`src/design/sia_pkg.sv`:
```
package sia_pkg;

   localparam int Width = 32;
   localparam int Stages = Width;

   typedef enum logic [2:0] {
      OP_ADD = 3'd0,
      OP_SUB = 3'd1,
      OP_NEG = 3'd2,
      OP_MUL = 3'd3,
      OP_QUO = 3'd4,
      OP_MOD = 3'd5
   } op_type;

   // item travelling down the divider chain
   typedef struct packed {
      logic             valid;
      logic [2:0]       op;
      logic [Width-1:0] a;
      logic [Width-1:0] b;
      logic [Width-1:0] rem;
      logic [Width-1:0] quo;
      logic [Width-1:0] mb;
      logic [Width-1:0] fast;
      logic             differ;
   } lane_type;

endpackage

```
`src/design/sia_cell.sv`:
```
module sia_cell (
   input  logic               clock,
   input  logic               reset,
   input  logic               stall,
   input  sia_pkg::lane_type  lane_in,
   output sia_pkg::lane_type  lane_out
);

   sia_pkg::lane_type lane_ff, step_in;
   logic [sia_pkg::Width:0] trial;
   logic [sia_pkg::Width:0] shifted;

   // one restoring divide step: shift in a dividend bit, try to subtract
   always_comb begin
      step_in = lane_in;
      shifted = {lane_in.rem, lane_in.quo[sia_pkg::Width-1]};
      trial = shifted - {1'b0, lane_in.mb};
      if (!trial[sia_pkg::Width]) begin
         step_in.rem = trial[sia_pkg::Width-1:0];
         step_in.quo = {lane_in.quo[sia_pkg::Width-2:0], 1'b1};
      end else begin
         step_in.rem = shifted[sia_pkg::Width-1:0];
         step_in.quo = {lane_in.quo[sia_pkg::Width-2:0], 1'b0};
      end
   end

   always_ff @(posedge clock) begin
      if (reset) begin
         lane_ff.valid <= 1'b0;
      end else if (!stall) begin
         lane_ff <= step_in;
      end
   end

   assign lane_out = lane_ff;

endmodule

```
`config.mk`:
```
export PLATFORM = sky130hd
export DESIGN_NAME = sia_cell
export DESIGN_NICKNAME = d
export VERILOG_FILES = /design/src/design/sia_pkg.sv /design/src/design/sia_cell.sv
export SDC_FILE = /design/constraint.sdc
export NUM_CORES = 1
export LEC_CHECK = 0
export BUFFER_PORTS_ARGS = -buffer_cell sky130_fd_sc_hd__buf_2
export CORE_AREA = 2 2 154 156
export CTS_CLUSTER_DIAMETER = 200
export DETAILED_ROUTE_END_ITERATION = 16
export DIE_AREA = 0 0 156 158
export HOLD_SLACK_MARGIN = 0.02
export PLACE_DENSITY = 0.66
export SYNTH_ARGS = -nofsm -noshare
export SYNTH_HDL_FRONTEND = slang
export SYNTH_SLANG_ARGS = --single-unit
```
`constraint.sdc`:
```
create_clock -name clock -period 26 [get_ports clock]
set_clock_uncertainty 0.15 [all_clocks]
set_input_delay 5.2 -clock clock [delete_from_list [all_inputs] [get_ports clock]]
set_output_delay 5.2 -clock clock [all_outputs]
set_load 0.01 [all_outputs]
```
Yosys cells after proc, flatten, opt, wreduce, memory -nomap -nowiden
Cells that the tools add are included.
Storage, ports and cells
  bits of input ports: 200
  logic and storage cells: 14
  output and inout port bits: 197
  register bits: 197
Operators by class
  reductions and logical operators: 1
  multiplexer cells: 1
  add/subtract/negate cells: 1
  bitwise operators: 2
Operator list (count)
  two-way mux 64 bit: 1
  subtractor 33 x 32 -> 33 bit: 1
  NOT 1 bit: 2
  AND reduction 2 bit: 1

Logic depth before layout (Yosys ltp)
  depth after elaboration: 2
  mapped depth: 12
  mapped depth without buffers: 11

Worst setup path before layout
OpenSTA, ideal clock, no wires.
  kind: input to register
  start: in reset
  end: reg lane_ff (netlist bit lane_out[0]), enable pin
  data arrival time: 13.336 ns
  stages on the path: 1
  path slack: 11.756 ns
  buffers on the path: 0
  cells stage by stage: nor2_1
On the way
  word-level cells in the longest chain between the ends: 2
RTL lines
  start: declaration: RTL line sia_cell.sv:3  | input logic reset,
  NOT 1 bit (no source line)
  AND reduction 2 bit (no source line)
  end signal: assignment: RTL line sia_cell.sv:31  | lane_ff <= step_in;
  end: declaration: RTL line sia_cell.sv:9  | sia_pkg::lane_type lane_ff, step_in;
No other way between the ends.
A chain may end at the register's enable or synchronous reset.

==> impl_metrics.csv <==
group,metric,value,unit
status,result_of_the_run,"complete, no violations",
worst_setup_path,critPathMaxFanout,22,
timing,setup_tns,0,ns
worst_setup_path,ff2ff_setup_slack,25.26,ns
timing,setup_viol_count_final,0,
route,route.final.wire_length,26.1,mm
grt,first_global_vias,5781,
power_and_ir_drop,power_leakage,5.00,nW
logic_synthesis,syn_area,8410,sq um
clocking,insertion_delay,0.43,ns
placement,io_buffers,396,
route,wl_per_cell,20.7,um
power_and_ir_drop,power-per-cell-area,69.4,nW/um^2
logic_synthesis,yosys.area_share.adder,5.00,%
logic_synthesis,synth_area_in_simple_gates,6.17,%
timing,maxSlewHeadroom,19.9,%
timing,finalHoldViolations,0,
route,num_vias,6132,
final_layout,layout-drive-gt1-share,48.3,%
clocking,cts_root_buffer,"clkbuf_16",
route,drc_errors,0,
logic_synthesis,synth.yosys.warnings,0,
worst_hold_path,hold_path_class,"reg2reg",
die,core.rowCount,56,
die,floorplan.die_area,24600,sq um
clocking,path_clk_slew,0.08,ns
route,drt.antenna.violating_nets,0,
grt,initial_antenna_violation_count,10,
clocking,cts-buffers-inserted,17,
run,timing.max_cap.violations,0,
placement,post-dp-hpwl,20.4,mm
logic_synthesis,syn_nets,777,
logic_synthesis,netlist-cell-type-count,50,
worst_setup_path,worst_setup_path_start_kind,"input pin",
route,initialDrtViolationCount,535,
final_layout,utilization,49.2,%
logic_synthesis,syn_avg_cell_area,15.5,sq um
worst_setup_path,worst-endpoint-required,26.03,ns
clocking,cts.htree.levels,4,
logic_synthesis,synth_ff_type,"edfxtp_1",
placement,globalplace.congestion,0.824,
worst_setup_path,worstSetupEndpointType,"register",
worst_setup_path,critical_path_class,"in2reg",
logic_synthesis,fraction_of_the_yosys_area_taken_by_sequential_cells,70.2,%
timing,timing.final.crit_share,32.4,%
grt,globalRouteTotalUtil,20.0,%
timing,max_freq,0.119,GHz
logic_synthesis,postSynth.asyncResetShare,0,%
route,drt-vias-per-instance,4.87,
logic_synthesis,synth_top_family_by_area,"compound AO/OA/AOI/OAI gates",
final_layout,largest_register_ffs,197,
final_layout,final_nets,1184,
clocking,total_number_of_clock_tree_sinks,197,
worst_setup_path,timing.critical_path.arrival,8.45,ns
logic_synthesis,synthesis.instances,544,
worst_setup_path,worst_r2r_path_depth,2,
route,drt_pre_antenna_iters,5,
die,start_util,36.5,%
die,die_width,156,um
final_layout,area_growth_syn_to_layout,34.9,%
clocking,cts_buffer_depth,2,
clocking,cts.repair.resized,0,
die,placeableCoreArea,23100,sq um
grt,global_route_wire_length_before_repair,35.9,mm
logic_synthesis,fraction_of_synthesized_cell_area_in_xor_and_xnor_cells,2.40,%
clocking,tritoncts,"done",
final_layout,nFillCells,2060,
clocking,postCtsSetupBuffers,0,
timing,final_period_minus_worst_setup_slack,8.42,ns
logic_synthesis,synth_compound_area_share,8.14,%
power_and_ir_drop,worst_ir_drop_on_vdd,0.0000454,V
timing,report.final.slew_viol_count,0,
logic_synthesis,synth-seq-cells,197,
timing,grt_setup_unrepaired,"no",
grt,overflow,0,
die,io_pins,397,
timing,worst-slew-pin-transition,1.20,ns
grt,maximum_number_of_pins_on_one_net_before_global_route_repair,80,
die,chip_height,158,um
clocking,hold_buffers,0,
logic_synthesis,number_of_flops_mapped_to_enable_cells_by_yosys,196,
logic_synthesis,synth.area.mux_share,5.58,%
worst_hold_path,hold-path-cell-count,2,
[cell usage after synthesis (3+ instances only)]
library cell / n / share of area [%]
nand3_1: 10 / 0.60
o21ai_0: 17 / 1.0
ha_1: 32 / 4.8
and3_1: 4 / 0.30
nor3_1: 4 / 0.24
and2_1: 3 / 0.22
a21oi_1: 38 / 2.3
mux2i_1: 6 / 0.71
a211oi_1: 3 / 0.27
edfxtp_1: 196 / 70
nand2_1: 27 / 1.2
xor2_1: 10 / 1.0
buf_6: 3 / 0.40
mux2_2: 3 / 0.40
nand2b_1: 8 / 0.60
o21bai_1: 5 / 0.45
mux2_4: 25 / 4.5
inv_1: 38 / 1.7
clkbuf_1: 5 / 0.22
o21a_1: 5 / 0.45
nor2_1: 20 / 0.89
a21bo_2: 3 / 0.36
a21o_1: 18 / 1.6
nand4_1: 6 / 0.45
and4_1: 3 / 0.31
xnor2_1: 13 / 1.4
o211ai_1: 6 / 0.54
nor2b_1: 5 / 0.37
[final timing paths]
path / from / endpoint
setup / recovery: lane_in[33] / lane_out[99]$_DFFE_PP_
hold / removal: lane_out[196]$_SDFFE_PP0N_ / lane_out[196]$_SDFFE_PP0N_
setup reg to reg: lane_out[196]$_SDFFE_PP0N_ / lane_out[196]$_SDFFE_PP0N_
hold reg to reg: lane_out[196]$_SDFFE_PP0N_ / lane_out[196]$_SDFFE_PP0N_
[per-layer routing]
layer	global-route usage, %	up-vias	part of all wire, %
met5	0	-	0.088
met4	4.94	4	1.4
met3	6.90	29	9.2
met2	33.2	267	48
met1	25.1	2939	41
li1	-	2893	-
[cells by family after synthesis]
logic type | count (synthesis)
and+or+nand+nor | 101
muxes | 34
DFF | 197
buffers and inverters | 49
AOI/OAI and AO/OA | 107
xor gates and xnor gates | 23
adders and majority gates | 33
[where the power goes]
part	switching, mW	leakage [nW]	internal (mW)
logic	0.0748	2.86	0.0607
registers	0.00521	1.85	0.377
clock network	0.138	0.292	0.131
total	0.218	5.00	0.570
[final cells by class]
class | instances | area (sq um) | share of cell area (%)
antenna | 6 | 15.0 | 0.132
sequential | 197 | 5910 | 52.1
timing repair buffer | 399 | 2000 | 17.7
clock buffer | 18 | 429 | 3.78
inverter | 38 | 143 | 1.26
clock inverter | 14 | 178 | 1.57
tap | 290 | 363 | 3.20
multi-input combinational | 298 | 2310 | 20.3
[critical path: stages]
cell      delay (ns)
buf_2           0.11
ha_1            0.22
fa_1            0.40
nand2b_1        0.18
a21oi_1         0.26
o211ai_1        0.20
a21oi_1         0.25
o31a_2          0.20
mux2i_1         0.11
nor2_4          0.43
buf_4           0.49
mux2_2          0.39
[cell usage in the layout, fill, tap and decap left out, types with 8 or more instances in the layout]
master,n
buf_2,396
edfxtp_1,196
inv_1,38
a21oi_1,38
ha_1,32
nand2_1,27
mux2_4,25
nor2_1,19
a21o_1,18
o21ai_0,17
clkbuf_16,17
xnor2_1,13
nand3_1,10
xor2_1,10
nand2b_1,8
[metrics by stage]
step / power (mW) / worst slack [ns] / instance area [sq um] / hold WS, ns / cells
finish: 0.788 / 17.58 / 11300 / 0.357 / 1260
global route: 0.819 / 17.36 / 11300 / 0.377 / 1255
CTS: 0.796 / 17.58 / 11300 / 0.352 / 1254
detailed placement: 0.525 / 17.14 / 10700 / 0.332 / 1222
global placement: 0.523 / 17.17 / 10700 / 0.326 / 1222
floorplan: 0.473 / 11.76 / 8410 / 0.385 / 544
Power figures use the tool's default switching activity.
